**src/rgd_pkg.sv**
```systemverilog
package rgd_pkg;

	// fixed field widths
	localparam int ChanW  = 3;
	localparam int OffW   = 5;
	localparam int RandW  = 32;
	localparam int PulseW = 16;
	localparam int ModeW  = 2;
	localparam int GateW  = 8;
	localparam int SpanW  = ChanW + 1;

	// defaults for the top level parameters
	localparam int DefPulseTicks = 48;
	localparam int DefChannels   = 8;

	// mode codes
	localparam logic [ModeW-1:0] ModeTrigger = 2'd0;
	localparam logic [ModeW-1:0] ModeHold    = 2'd1;
	localparam logic [ModeW-1:0] ModeGate    = 2'd2;

	// register indexes of the config channel
	localparam logic [1:0] RegLowKnob  = 2'd0;
	localparam logic [1:0] RegHighKnob = 2'd1;

	// start request for the remainder unit
	typedef struct packed {
		logic             start;
		logic [RandW-1:0] dividend;
		logic [SpanW-1:0] divisor;
	} div_req_t;

	// knob plus offset, saturated to 0..top
	function automatic logic [ChanW-1:0] clamp_chan(
		input logic [ChanW-1:0]       knob,
		input logic signed [OffW-1:0] off,
		input logic [ChanW-1:0]       top
	);
		logic signed [OffW:0] sum;
		logic signed [OffW:0] lim;
		sum = $signed({3'b000, knob}) + $signed({off[OffW-1], off});
		lim = $signed({3'b000, top});
		if (sum > lim) begin
			return top;
		end else if (sum < 0) begin
			return '0;
		end
		return sum[ChanW-1:0];
	endfunction

endpackage

```
**src/rgd_divider.sv**
```systemverilog
module rgd_divider (
	input  logic              clk,
	input  logic              arst_n,
	input  rgd_pkg::div_req_t req,
	output logic              done,
	output logic [rgd_pkg::ChanW-1:0] rem
);
	import rgd_pkg::*;

	localparam int CntW = $clog2(RandW);

	logic [RandW-1:0] dividend_q;
	logic [SpanW-1:0] divisor_q;
	logic [ChanW-1:0] rem_q;
	logic [CntW-1:0]  cnt_q;
	logic             busy_q;
	logic             done_q;

	logic [SpanW-1:0] trial;
	logic [ChanW-1:0] rem_next;

	// restoring remainder, one dividend bit per cycle, msb first
	always_comb begin
		trial = {rem_q, dividend_q[RandW-1]};
		if (trial >= divisor_q) begin
			rem_next = ChanW'(trial - divisor_q);
		end else begin
			rem_next = trial[ChanW-1:0];
		end
	end

	always_ff @(posedge clk or negedge arst_n) begin
		if (!arst_n) begin
			busy_q <= 1'b0;
			done_q <= 1'b0;
			cnt_q  <= '0;
		end else begin
			done_q <= 1'b0;
			if (req.start) begin
				busy_q <= 1'b1;
				cnt_q  <= '0;
			end else if (busy_q) begin
				cnt_q <= cnt_q + 1'b1;
				if (cnt_q == CntW'(RandW - 1)) begin
					busy_q <= 1'b0;
					done_q <= 1'b1;
				end
			end
		end
	end

	always_ff @(posedge clk) begin
		if (req.start) begin
			dividend_q <= req.dividend;
			divisor_q  <= req.divisor;
			rem_q      <= '0;
		end else if (busy_q) begin
			dividend_q <= {dividend_q[RandW-2:0], 1'b0};
			rem_q      <= rem_next;
		end
	end

	assign done = done_q;
	assign rem  = rem_q;

endmodule

```
**src/rgd_pulse_bank.sv**
```systemverilog
module rgd_pulse_bank #(
	parameter int PULSE_TICKS = rgd_pkg::DefPulseTicks,
	parameter int CHANNELS    = rgd_pkg::DefChannels
) (
	input  logic                      clk,
	input  logic                      arst_n,
	input  logic                      update,
	input  logic [rgd_pkg::GateW-1:0] active_in,
	output logic [rgd_pkg::GateW-1:0] active_out,
	output logic [rgd_pkg::GateW-1:0] gates
);
	import rgd_pkg::*;

	localparam logic [PulseW-1:0] PulseLoad = PulseW'(PULSE_TICKS);

	for (genvar i = 0; i < GateW; i++) begin : g_lane
		if (i < CHANNELS) begin : g_used
			logic              prev_q;
			logic [PulseW-1:0] cnt_q;
			logic              rise;
			logic [PulseW-1:0] load;

			// a new activation reloads the counter and consumes the active bit
			assign rise          = active_in[i] & ~prev_q;
			assign load          = rise ? PulseLoad : cnt_q;
			assign gates[i]      = (load != '0);
			assign active_out[i] = active_in[i] & ~rise;

			always_ff @(posedge clk or negedge arst_n) begin
				if (!arst_n) begin
					prev_q <= 1'b0;
					cnt_q  <= '0;
				end else if (update) begin
					prev_q <= active_in[i];
					cnt_q  <= (load != '0) ? load - 1'b1 : load;
				end
			end
		end else begin : g_unused
			assign gates[i]      = 1'b0;
			assign active_out[i] = 1'b0;
		end
	end

endmodule

```
**src/random_gate_distributor_unit.sv**
```systemverilog
// Random gate distributor: each input item is one sample tick and yields exactly one result
// item holding the eight gate outputs and the mode after the tick. The channel window runs
// from low knob plus low offset to high knob plus high offset, both saturated to
// 0..CHANNELS-1, with the low end pulled down to the high end when it lies above it. On a
// rising edge of clock_level one channel in the window is chosen as low plus random_word
// modulo (span + 1) and becomes the only active channel. A rising edge of mode_button steps
// trigger, hold, gate, trigger, before the clock edge is looked at. Trigger mode gives a
// PULSE_TICKS tick pulse per new activation, hold gives the active channel, gate gives it
// only while clock_level is high. A tick's result is written to the output register in
// StFin once that register is free or being emptied, and the next tick can be taken after
// that; a tick with a clock edge and a window wider than one channel first waits in StDiv
// while the remainder unit retires one bit of the 32-bit random word per cycle. The input
// side takes one item at a time; the result waits in an output register, so the next tick
// can be accepted while it is not yet taken. Knobs are to be written on the cfg channel
// only between ticks by the user; the block does not enforce it, cfg_ready is always high.
module random_gate_distributor_unit #(
	parameter int PULSE_TICKS = rgd_pkg::DefPulseTicks,
	parameter int CHANNELS    = rgd_pkg::DefChannels
) (
	input  logic        clk,
	input  logic        arst_n,
	// input tick
	input  logic        s_tvalid,
	output logic        s_tready,
	input  logic [47:0] s_tdata,   // clock_level, mode_button, low_cv_offset[4:0],
	                               // high_cv_offset[4:0], random_word[31:0], zero fill
	// result
	output logic        m_tvalid,
	input  logic        m_tready,
	output logic [15:0] m_tdata,   // gate_bits[7:0], current_mode[1:0], zero fill
	// knob writes
	input  logic        cfg_valid,
	output logic        cfg_ready,
	input  logic [1:0]  cfg_index,
	input  logic [2:0]  cfg_data
);
	import rgd_pkg::*;

	localparam logic [ChanW-1:0] TopChan = ChanW'(CHANNELS - 1);
	localparam logic [GateW-1:0] ChanMask = GateW'((1 << CHANNELS) - 1);

	// sequencer states
	localparam logic [1:0] StIdle = 2'd0;
	localparam logic [1:0] StDiv  = 2'd1;
	localparam logic [1:0] StFin  = 2'd2;

	logic [1:0]       state_q;
	logic [ChanW-1:0] low_knob_q;
	logic [ChanW-1:0] high_knob_q;
	logic [ModeW-1:0] mode_q;
	logic             clk_prev_q;
	logic             btn_prev_q;
	logic [GateW-1:0] active_q;

	// tick held while it is worked on
	logic             clk_lvl_q;
	logic             rise_q;
	logic [ChanW-1:0] lo_q;
	logic [ChanW-1:0] hi_q;

	logic             m_tvalid_q;
	logic [15:0]      m_tdata_q;

	// field decode
	logic                   in_clk;
	logic                   in_btn;
	logic signed [OffW-1:0] in_low_off;
	logic signed [OffW-1:0] in_high_off;
	logic [RandW-1:0]       in_rnd;

	logic             accept;
	logic [ChanW-1:0] lo_raw;
	logic [ChanW-1:0] hi_c;
	logic [ChanW-1:0] lo_c;
	logic             clk_rise;
	logic             need_div;

	div_req_t         div_req;
	logic             div_done;
	logic [ChanW-1:0] div_rem;

	logic             fin_fire;
	logic [ChanW-1:0] span;
	logic [ChanW-1:0] pick;
	logic [GateW-1:0] new_active;
	logic             bank_update;
	logic [GateW-1:0] bank_active;
	logic [GateW-1:0] bank_gates;
	logic [GateW-1:0] gates;

	assign in_clk      = s_tdata[0];
	assign in_btn      = s_tdata[1];
	assign in_low_off  = s_tdata[6:2];
	assign in_high_off = s_tdata[11:7];
	assign in_rnd      = s_tdata[43:12];

	assign s_tready  = (state_q == StIdle);
	assign accept    = s_tvalid & s_tready;
	assign cfg_ready = 1'b1;

	// channel window
	assign lo_raw   = clamp_chan(low_knob_q, in_low_off, TopChan);
	assign hi_c     = clamp_chan(high_knob_q, in_high_off, TopChan);
	assign lo_c     = (lo_raw > hi_c) ? hi_c : lo_raw;
	assign clk_rise = in_clk & ~clk_prev_q;
	assign need_div = clk_rise & (hi_c != lo_c);

	// remainder unit only runs on a clock edge when the window has more than one channel
	assign div_req.start    = accept & need_div;
	assign div_req.dividend = in_rnd;
	assign div_req.divisor  = SpanW'(hi_c - lo_c) + 1'b1;

	rgd_divider u_div (
		.clk    (clk),
		.arst_n (arst_n),
		.req    (div_req),
		.done   (div_done),
		.rem    (div_rem)
	);

	// result is written once the output register is free or being emptied
	assign fin_fire = (state_q == StFin) & (~m_tvalid_q | m_tready);

	assign span = hi_q - lo_q;
	assign pick = (span == '0) ? hi_q : ChanW'(lo_q + div_rem);

	always_comb begin
		if (rise_q) begin
			new_active = (GateW'(1) << pick) & ChanMask;
		end else begin
			new_active = active_q;
		end
	end

	assign bank_update = fin_fire & (mode_q == ModeTrigger);

	rgd_pulse_bank #(
		.PULSE_TICKS (PULSE_TICKS),
		.CHANNELS    (CHANNELS)
	) u_bank (
		.clk        (clk),
		.arst_n     (arst_n),
		.update     (bank_update),
		.active_in  (new_active),
		.active_out (bank_active),
		.gates      (bank_gates)
	);

	always_comb begin
		unique case (mode_q)
			ModeTrigger: gates = bank_gates;
			ModeHold:    gates = new_active;
			ModeGate:    gates = clk_lvl_q ? new_active : '0;
			default:     gates = '0;
		endcase
	end

	// knob registers, out of range indexes are dropped
	always_ff @(posedge clk or negedge arst_n) begin
		if (!arst_n) begin
			low_knob_q  <= '0;
			high_knob_q <= 3'd7;
		end else if (cfg_valid & cfg_ready) begin
			if (cfg_index == RegLowKnob) begin
				low_knob_q <= cfg_data;
			end else if (cfg_index == RegHighKnob) begin
				high_knob_q <= cfg_data;
			end
		end
	end

	// sequencer and tick state
	always_ff @(posedge clk or negedge arst_n) begin
		if (!arst_n) begin
			state_q    <= StIdle;
			mode_q     <= ModeTrigger;
			clk_prev_q <= 1'b0;
			btn_prev_q <= 1'b0;
			active_q   <= '0;
			m_tvalid_q <= 1'b0;
		end else begin
			// a new result replaces the one being taken
			if (fin_fire) begin
				m_tvalid_q <= 1'b1;
			end else if (m_tready) begin
				m_tvalid_q <= 1'b0;
			end
			unique case (state_q)
				StIdle: begin
					if (accept) begin
						// mode step comes before the clock edge
						if (in_btn & ~btn_prev_q) begin
							mode_q <= (mode_q == ModeGate) ? ModeTrigger : mode_q + 1'b1;
						end
						btn_prev_q <= in_btn;
						clk_prev_q <= in_clk;
						state_q    <= need_div ? StDiv : StFin;
					end
				end
				StDiv: begin
					if (div_done) begin
						state_q <= StFin;
					end
				end
				StFin: begin
					if (fin_fire) begin
						active_q <= (mode_q == ModeTrigger) ? bank_active : new_active;
						state_q  <= StIdle;
					end
				end
				default: state_q <= StIdle;
			endcase
		end
	end

	always_ff @(posedge clk) begin
		if (accept) begin
			clk_lvl_q <= in_clk;
			rise_q    <= clk_rise;
			lo_q      <= lo_c;
			hi_q      <= hi_c;
		end
		if (fin_fire) begin
			m_tdata_q <= {6'b000000, mode_q, gates};
		end
	end

	assign m_tvalid = m_tvalid_q;
	assign m_tdata  = m_tdata_q;

`ifndef SYNTH
	// at most one channel is ever latched active
	a_active_onehot: assert property (@(posedge clk) disable iff (!arst_n)
		$onehot0(active_q))
		else $error("more than one active channel");

	// hold and gate modes show at most one gate
	a_gate_onehot: assert property (@(posedge clk) disable iff (!arst_n)
		(m_tvalid && m_tdata[9:8] != ModeTrigger) |-> $onehot0(m_tdata[7:0]))
		else $error("several gates high outside trigger mode");

	// the chosen offset stays inside the window
	a_rem_in_span: assert property (@(posedge clk) disable iff (!arst_n)
		(state_q == StFin && rise_q && span != '0) |-> (div_rem <= span))
		else $error("remainder beyond the window span");
`endif

endmodule
```
**config.mk**
```make
export PLATFORM = sky130hd
export DESIGN_NAME = random_gate_distributor_unit
export DESIGN_NICKNAME = d
export VERILOG_FILES = /design/src/rgd_pkg.sv /design/src/rgd_divider.sv /design/src/rgd_pulse_bank.sv /design/src/random_gate_distributor_unit.sv
export SDC_FILE = /design/constraint.sdc
export NUM_CORES = 1
export LEC_CHECK = 0
export ABC_AREA = 0
export BUFFER_PORTS_ARGS = -buffer_cell sky130_fd_sc_hd__buf_4
export CORE_MARGIN = 2
export CORE_UTILIZATION = 66
export DETAILED_ROUTE_END_ITERATION = 7
export GPL_TIMING_DRIVEN = 0
export PLACE_DENSITY = 0.85
export SLEW_MARGIN = 0
export SYNTH_ARGS = -nofsm -noshare
export SYNTH_HDL_FRONTEND = slang
export SYNTH_SLANG_ARGS = --single-unit
export TNS_END_PERCENT = 1
```
**constraint.sdc**
```tcl
create_clock -name clk -period 15.25 [get_ports clk]
set_input_delay 0.7625 -clock clk [delete_from_list [all_inputs] [get_ports clk]]
set_output_delay 0.7625 -clock clk [all_outputs]
set_load 0.005 [all_outputs]
```
==> results of run 1 <==
-- metal layers --
metal	vias up	part of all wire (%)
li1	5237	-
met1	5501	40
met5	-	0
met3	119	7.7
met2	501	47
met4	0	5.2
-- worst max-delay path by stage --
stage / slack (ns) / end
CTS: 9.49 / u_div.dividend_q[15]
finish: 9.46 / u_div.dividend_q[13]
detailed placement: 9.01 / u_div.dividend_q[14]
global route: 9.06 / u_div.dividend_q[15]
global placement: 9.26 / u_div.dividend_q[14]
floorplan: 10.04 / u_div.dividend_q[0]
-- cells in the mapped netlist (all sizes together), types with 12 or more instances --
cell type	n
and2	12
nor2	99
o31ai	17
o22ai	12
nand2	210
a21o	24
nand3	40
a32o	13
inv	58
a31oi	12
or3	19
ha	33
a22o	22
mux2	14
o21ai	99
dfrtp	161
a21oi	62
nor4	26
nand2b	18
clkbuf	29
or4	18
xor2	17
buf	38
mux2i	32
nand4	22
nor3	54
edfxtp	54
-- flip-flops by register name, summed over array words and instances (netlist names) --
register                     count
active_q                         8
btn_prev_q                       1
clk_lvl_q                        1
clk_prev_q                       1
hi_q                             3
high_knob_q                      3
lo_q                             3
low_knob_q                       3
m_tdata                         10
m_tvalid                         1
mode_q                           2
rise_q                           1
state_q                          2
u_bank.g_lane.g_used.cnt_q     128
u_bank.g_lane.g_used.prev_q      8
u_div.busy_q                     1
u_div.cnt_q                      5
u_div.dividend_q                32
u_div.divisor_q                  4
u_div.done                       1
u_div.rem                        3
-- kinds of logic (layout without fill, tap and decap cells) --
logic type      after synthesis  after routing  synth area share (%)
compound gates              345            345                  18.7
simple gates                576            576                  22.0
other cells                   2              7                0.0583
fa+ha+maj                    38             38                  3.98
buf+inv                     125            233                  4.43
xor+xnor                     23             23                  2.14
mux                          46             46                  3.71
flops                       221            221                  44.9
-- area by class of cell --
type | count | area, um^2
multi-input cells | 1035 | 6550
flip-flops and latches | 221 | 5790
fillers | 1387 | 4820
clock buffers | 34 | 689
repair buffers | 65 | 515
plain buffers | 67 | 353
well taps | 265 | 332
inverters | 58 | 218
clock inverters | 9 | 72.6
-- cells in the final DEF (no fill, tap or decap), types with 18 or more instances in the layout --
cell type / instances
nand3_1: 40
or4_1: 18
mux2i_1: 32
edfxtp_1: 54
nor3_1: 53
a22o_1: 22
buf_4: 75
clkbuf_16: 25
nand4_1: 22
dfrtp_1: 161
inv_1: 58
clkbuf_1: 35
nand2_1: 207
nor2_1: 99
a21oi_1: 59
ha_1: 33
nor4_1: 24
a21o_1: 24
or3_1: 18
o21ai_0: 94
nand2b_1: 18
-- power groups by stage --
stage,combinational (uW),clock (uW),sequential [uW]
finish,1290,572,974
global route,1410,599,997
CTS,1270,575,969
detailed placement,1250,0,976
global placement,1200,0,965
floorplan,918,0,936
-- per-stage QoR --
stage	worst slack (ns)	util, %	total power (uW)	hold slack, ns
6_report	9.46	75.1	2830	0.136
5_1_grt	9.06	75.1	3010	0.168
4_1_cts	9.49	75.1	2810	0.157
3_5_place_dp	9.01	71.1	2230	0.447
3_3_place_gp	9.26	71.0	2170	0.443
2_1_floorplan	10.04	-	1850	0.420
==> metrics, run 1 <==
status finished clean; 1st-pass router iterations 5; register bit total from synthesis 221; gr busiest metal met2; Slew @ Worst Pin around 1.2 ns; RSZ-0062 raised after global routing no; Avg Cell Area, Syn approximately 9.4 um^2; grt met1 use between 40% and 50%; FF-to-FF End u_div.dividend_q[13]; initial antenna violation count 0; static leakage between 0.006 and 0.007 uW; global-route wire length before repair roughly 54000 um; R2R Setup Slk approximately 9.5 ns; nets@finish 1568; IO buf count between 60 and 70; gr usage total 32.7%; Synth area leaders dfrtp_1 31%, edfxtp_1 13%, nand2_1 6.0%; post-synthesis sequential area ratio between 40% and 50%; Critical Path Source s_tdata[7]; # clock sinks between 200 and 250; wire per inst around 19 um; GR Util met2 ~53%; PD cells approximately 200 mW/mm^2; clock-pin slew on the worst setup and hold paths 0.07 ns; DRC 0; Synth Flop Type dfrtp_1; TNS Setup 0 ns; number of nets with antenna violations after routing 0; Area Overhead vs Synth 12.6%; total gr overflow 0; Initial Util about two thirds; DIE AREA ~0.021 mm^2; Post-DP Area approximately 0.014 mm^2; Worst Setup End Kind register; Worst VDD drop about 0.13 mV; core area 0.0193 mm^2; largest net degree at the start of global routing approximately 110; Syn. warnings 0; Critical Path Max Stage Delay slightly above 0.8 ns; Critical Path Source Type primary input; Root Driver clkbuf_16; min Tclk post-route between 5 and 6 ns; worst skew pair latency around 0.53 ns; Final Hold Viols 0; crit path DAT a little under 6 ns; Mapped Cells about 1400; area share of the largest cell type after synthesis a little under a third; P_int 1630 uW; Clk pwr share around a fifth; Gate power share a little under half; setup bufs post-CTS 0; H-Tree Depth 1; slowest cell on the critical path nand2_1; layout cells sized above 1 12.6%; Hold Crit Class primary input to asynchronous set/reset pin; Gates resized, CTS repair 0; WP depth 21; ys async rst share between 70% and 80%; antenna cells 0; via count roughly 11000; Sequential Power Share between 30% and 40%; Final Cell Area between 0.01 and 0.015 mm^2; Setup-failing EPs final 0; Synth area leader dfrtp_1; final WL approximately 33000 um; relative slew slack roughly 17%; maxcap violations 0; Post-CTS Hold Fix Bufs 0; GR Util met3 about 5.4%; CTS tree done; sw power between 1000 and 1500 uW; Layout Skew ~0.02 ns; CP delay by family, top simple AND/OR/NAND/NOR gates; Critical R2R Launch high_knob_q[0]; period utilisation layout between 30% and 40%; I/O Pins between 70 and 80; kind of critical path primary input to register; WP buf/inv 5; critical path fanouts, max 32; Slew Limit Fails 0; cell area after synthesis about 0.013 mm^2; sw frac 42.6%; fin cells 1754; Num CTS Buffers 24; crit path cell chain buf_4, ha_1, fa_1, a21oi_1, nand3_1, o22ai_1, inv_1, o221ai_1, inv_1, ha_1, nor2b_1, o21ai_0, nand2b_1, inv_1, a31oi_1, mux2_2, ha_1, nand3_1, nand3_1, clkbuf_1, nand2_1; die height about 140 um; DPL Wire Length roughly 22000 um; fmax approximately 170 MHz; vias in the first global route around 11000; Die W about 140 um; drt initial violations ~930; Post-synth EDFFs 54; Worst R2R Path Depth 20; Crit path required time 15.23 ns; via density per instance approximately 6.5; Cell variety after synth 95; Std-Cell Rows 51; Max Root-Sink Buffers 3; Placed Cells between 1500 and 2000; GPL Wtd Cong just under 1
(Power assumes the default switching activity.)
==> inputs of run 2 (changes only) <==
CORE_UTILIZATION = 62   (was 66)
PLACE_DENSITY = 0.81   (was 0.85)
clock period = 5.85 ns   (was 15.25 ns; I/O delays follow)
==> run 2 against run 1 <==
Effect of this change:
- flip-flop and latch count did not move
- critical path depth is 1 lower
- worst setup slack worse by 8.8 ns
- final cell count rose by 0.46%
- combinational power grew to 2.6 times the previous value
- non-clock buffer count is 2 higher
- clock power rose to 2.7 times the previous value
- highest routed layer unchanged
==> metrics, run 2 (synthesis results as in run 1) <==
largest net degree at the start of global routing 120 (+5.3%); I/O Pins 77 (unchanged); Final Cell Area 0.0146 mm^2 (+0.48%); IO buf count 64 (unchanged); maxcap violations 0 (unchanged); total gr overflow 0 (unchanged); DPL Wire Length 22000 um (-2.1%); commonest non-fill, non-tap cell in the layout nand2_1; relative slew slack 41.7% (+25 points); # clock sinks 221 (unchanged); Placed Cells 1716 (+0.29%); Area Overhead vs Synth 13.2%; clock-pin slew on the worst setup and hold paths 0.06 ns (about the same); Std-Cell Rows 52 (+2.0%); DIE AREA 0.0220 mm^2 (+6.3%); fin cells 1762 (+0.46%); Die W 148 um (+3.1%); min Tclk post-route ~5.2 ns; Max Root-Sink Buffers 3 (unchanged); critical path fanouts, max 32 (unchanged); worst skew pair latency 0.52 ns (about the same); Final Hold Viols 0 (unchanged); fmax about 190 MHz; period utilisation layout between 80% and 90%; antenna cells 0 (unchanged); CP Capture Point u_div.dividend_q[10]; initial antenna violation count 0 (unchanged); Setup-failing EPs final 0 (unchanged); Worst Setup End Kind register; Critical R2R Launch high_knob_q[0]; Layout Skew 0.00831 ns (-0.0113 ns); number of nets with antenna violations after routing 0 (unchanged); GPL Wtd Cong 0.915 (-7.0%); DRC 0 (unchanged); H-Tree Depth 1 (unchanged); most frequent cells in the layout 206 x nand2_1, 161 x dfrtp_1, 99 x nor2_1, 94 x o21ai_0, 75 x buf_4; vias in the first global route 10500 (-5.0%); nets@finish 1571 (+0.19%); max reg flops 128 (unchanged); Top reg by flops u_bank.g_lane.g_used.cnt_q; Slew @ Worst Pin 0.875 ns (-0.366 ns); Critical Path Source high_knob_q[0]; Fillers 1560 (+12%); via density per instance 6.32 (-2.5%); Crit path required time 5.95 ns (-9.28 ns); gr usage total 29.6% (-3.2 points); Hold Crit Class primary input to register; status finished clean; layout cells sized above 1 12.7% (+0.18 points); Critical Path Source Type register; Worst R2R Path Depth 20 (unchanged); TNS Setup 0 ns (unchanged); via count 11100 (-2.0%); PD cells 508 mW/mm^2 (+160%); core area 0.0203 mm^2 (+5.0%); wire per inst 18.4 um (-2.5%); Post-DP Area 0.0138 mm^2 (about the same); R2R Setup Slk 0.63 ns (-8.84 ns); die height 148 um (+3.1%); Num CTS Buffers 25 (+4.2%); static leakage 0.00626 uW (+0.46%); kind of critical path register to register; crit path DAT 5.32 ns (-0.45 ns); final WL 32300 um (-2.1%); Root Driver clkbuf_16; Worst VDD drop 0.310 mV (+140%); Slew Limit Fails 0 (unchanged); Initial Util 63.5% (-3.2 points); CTS tree done; RSZ-0062 raised after global routing no; FF-to-FF End u_div.dividend_q[10]; Hold WS 0.0168 ns (-0.119 ns); hold depth 2; drt initial violations 986 (+5.7%); global-route wire length before repair 53100 um (-2.0%); 1st-pass router iterations 5 (unchanged)
run 2: cell count changes in the layout (fill, tap and decap cells not counted), sizes merged:
cell and delta:
clkbuf +3, dlygate4sd3 +2, clkinv -2
run 2: how the worst min path moves through the flow:
stage | start | to | slack, ns
3_3_place_gp | mode_q[1] | m_tdata[9] | 0.43
4_1_cts | cfg_data[2] | high_knob_q[2] | 0.005
6_report | cfg_data[2] | high_knob_q[2] | 0.02
2_1_floorplan | arst_n | active_q[0] | -0.003
5_1_grt | cfg_data[2] | low_knob_q[2] | 0.01
3_5_place_dp | arst_n | u_bank.g_lane[2].g_used.cnt_q[12] | 0.21
run 2: timing repair:
action,in CTS,in global routing
hold endpoints to repair,46,0
resized for setup,0,1
setup buffers,0,0
hold buffers,2,0
endpoints found under the setup margin,0,32
run 2: per-layer routing:
metal | part of all wire [%] | global-route usage [%]
met5 | 0 | 0
met4 | 2.9 | 9.14
met3 | 6.8 | 3.99
met2 | 48 | 49.2
met1 | 43 | 40.6
run 2: critical path, stage by stage (launching register included):
cell	delay, ns
dfstp_2	0.36
ha_1	0.20
fa_1	0.41
a21oi_1	0.18
nand3_1	0.09
o22ai_1	0.17
inv_1	0.08
o221ai_1	0.27
inv_1	0.13
ha_1	0.22
nor2b_1	0.12
o21ai_0	0.08
nand2b_1	0.07
inv_1	0.07
a31oi_1	0.32
mux2_2	0.38
ha_1	0.31
nand3_1	0.09
nand3_1	0.29
clkbuf_1	0.38
nand2_2	0.52
run 2: layout make-up:
type                    instances  area, um^2  area share (%)
multi-input cells            1035        6550            44.9
flip-flops and latches        221        5790            39.7
clock buffers                  37         741            5.08
repair buffers                 67         536            3.67
plain buffers                  67         353            2.42
well taps                     270         338            2.32
inverters                      58         218            1.49
clock inverters                 7        62.6           0.429
run 2: per-stage QoR:
stage | setup slack (ns) | total power (uW) | util, %
after global routing | 0.103 | 7880 | 71.9
after CTS | 0.178 | 7360 | 71.8
after global placement | 0.227 | 5660 | 67.6
after detailed placement | 0.152 | 5790 | 67.8
after floorplan | 1.07 | 4830 | -
final | 0.630 | 7410 | 71.9
run 2: report_power, final:
group          internal, uW  switching [uW]  total (uW)
logic                  1220            2120        3340
clock network           914             622        1540
registers              2150             379        2530
total                  4290            3120        7410
==> inputs of run 3 (changes only) <==
PLACE_DENSITY = 0.88   (was 0.81)
==> run 3 against run 2 <==
Effect of this change:
- global-route usage up 0.62 points
- critical endpoint is now u_div.dividend_q[14]
- worst hold slack improved by 0.0015 ns
- power up 0.17%
==> metrics, run 3 (synthesis results as in run 1) <==
Crit path top cell by count ha_1; CP delay by family, top simple AND/OR/NAND/NOR gates; number of nets with antenna violations after routing 0 (unchanged); Final Cell Area 0.0146 mm^2 (about the same); Root Driver clkbuf_16; layout cells sized above 1 12.7% (about the same); # clock sinks 221 (unchanged); CTS tree done; IO buf count 64 (unchanged); Critical Path Max Stage Delay 0.53 ns (about the same); clock-pin slew on the worst setup and hold paths 0.06 ns (about the same); Max Root-Sink Buffers 3 (unchanged); die height 148 um (unchanged); Initial Util 63.5% (unchanged); Std-Cell Rows 52 (unchanged); Critical Path Source low_knob_q[0]; CP Capture Point u_div.dividend_q[14]; vias in the first global route 10900 (+3.4%); crit path cell chain ha_1, fa_1, nand2b_1, nor4_1, a21oi_1, o221ai_1, inv_1, ha_1, nor2b_1, o21ai_0, nand2b_1, inv_1, a31oi_1, mux2_2, ha_1, nand3_1, nand3_1, clkbuf_1, nand2_2; min Tclk post-route 5.25 ns (+0.0331 ns); WP depth 19 (-5.0%); relative slew slack 33.5% (-8.1 points); Crit path required time 5.94 ns (about the same); Worst Setup End Kind register; core area 0.0203 mm^2 (unchanged); Sequential Power Share 34.2% (about the same); Setup-failing EPs final 0 (unchanged); Top reg by flops u_bank.g_lane.g_used.cnt_q; largest net degree at the start of global routing 87 (-28%); wire per inst 18.7 um (+2.0%); via density per instance 6.45 (+2.1%); gr usage total 30.2% (+0.62 points); Slew Limit Fails 0 (unchanged); Final Hold Viols 0 (unchanged); slowest cell on the critical path nand2_2; Slew @ Worst Pin 0.997 ns (+0.122 ns); static leakage 0.00625 uW (about the same); DRC 0 (unchanged); total gr overflow 0 (unchanged); Worst R2R Path Depth 19 (-5.0%); Critical R2R Launch low_knob_q[0]; setup bufs post-CTS 0 (unchanged); nets@finish 1571 (unchanged); I/O Pins 77 (unchanged); FF-to-FF End u_div.dividend_q[14]; crit path DAT 5.35 ns (+0.03 ns); Layout Skew 0.0155 ns (+0.00715 ns); global-route wire length before repair 53900 um (+1.6%); Hold WS 0.0183 ns (+0.00152 ns); Num CTS Buffers 25 (unchanged); fmax 190 MHz (-0.63%); Critical Path Source Type register; drt initial violations 1139 (+16%); R2R Setup Slk 0.60 ns (-0.03 ns); kind of critical path register to register; worst skew pair latency 0.53 ns (about the same); sw frac 42.5% (+0.39 points); WP buf/inv 3 (-1); TNS Setup 0 ns (unchanged); critical path fanouts, max 32 (unchanged); Clk pwr share 20.5% (-0.2 points); status finished clean; Post-DP Area 0.0138 mm^2 (unchanged); Area Overhead vs Synth 13.1% (about the same); register area 0.00579 mm^2 (unchanged); sw power 3150 uW (+1.1%); maxcap violations 0 (unchanged); DPL Wire Length 22700 um (+2.9%); RSZ-0062 raised after global routing no; initial antenna violation count 1 (+1); hold depth 2 (unchanged); area taken by multi-input logic gates 0.00655 mm^2 (unchanged); max reg flops 128 (unchanged); GPL Wtd Cong 0.947 (+3.5%); DIE AREA 0.0220 mm^2 (unchanged); H-Tree Depth 1 (unchanged); final WL 33000 um (+2.1%); period utilisation layout 89.8% (+0.57 points); P_int 4270 uW (-0.50%); Gate power share 45.3% (+0.2 points); Fillers 1482 (-5.0%); Die W 148 um (unchanged); commonest non-fill, non-tap cell in the layout nand2_1; Hold Crit Class primary input to register; Worst VDD drop 0.389 mV (+25%); PD cells 509 mW/mm^2 (+0.26%); via count 11400 (+2.2%); 1st-pass router iterations 5 (unchanged); most frequent cells in the layout 206 x nand2_1, 161 x dfrtp_1, 99 x nor2_1, 94 x o21ai_0, 75 x buf_4
run 3: cell types whose count changed in the layout (fill, tap and decap cells not counted):
cell | before | now
clkinv_1 | 1 | 0
clkbuf_8 | 7 | 5
clkinv_2 | 4 | 6
clkinv_4 | 1 | 0
clkbuf_1 | 34 | 36
diode_2 | 0 | 1
inv_4 | 0 | 1
run 3: final cells by class:
type / count / area share [%]
sequential: 221 / 39.7
tap: 270 / 2.32
timing repair buffer: 67 / 3.68
buffer: 67 / 2.42
clock inverter: 8 / 0.455
clock buffer: 37 / 4.95
multi-input combinational: 1035 / 44.9
antenna: 1 / 0.0172
inverter: 58 / 1.49
run 3: worst min path at each step:
| stage | start | end | slack (ns) |
|---|---|---|---|
| after floorplan | arst_n | active_q[0] | -0.003 |
| after global placement | mode_q[1] | m_tdata[9] | 0.43 |
| after detailed placement | arst_n | u_bank.g_lane[1].g_used.cnt_q[9] | 0.32 |
| after CTS | cfg_data[2] | low_knob_q[2] | 0.004 |
| after global routing | cfg_data[2] | high_knob_q[2] | 0.01 |
| final | cfg_data[2] | low_knob_q[2] | 0.02 |
run 3: routing by layer:
metal | global-route usage (%) | vias up | routed length [um]
met3 | 5.37 | 119 | 2780
met2 | 49.2 | 573 | 15500
met1 | 39.6 | 5442 | 13100
met4 | 13.9 | 0 | 1650
met5 | 0 | - | 0
li1 | - | 5236 | -
run 3: timing repair:
item                                   in CTS  in global routing
setup endpoints to repair                   0                 32
gates resized for setup                     0                  1
hold buffers                                2                  0
endpoints found under the hold margin      76                  0
run 3: power groups by stage:
stage	clock [uW]	sequential [uW]	combinational, uW
4_1_cts	1530	2530	3300
3_5_place_dp	0	2540	3270
6_report	1520	2540	3360
3_3_place_gp	0	2510	3130
2_1_floorplan	0	2440	2390
5_1_grt	1600	2590	3690
run 3: per-stage QoR:
step | utilization (%) | std cells | power [uW] | worst slack, ns
after global routing | 71.8 | 1763 | 7870 | 0.0668
after floorplan | - | 1381 | 4830 | 1.07
after detailed placement | 67.8 | 1716 | 5810 | 0.160
final | 71.8 | 1764 | 7420 | 0.597
after CTS | 71.8 | 1763 | 7360 | 0.194
after global placement | 67.6 | 1715 | 5640 | 0.291
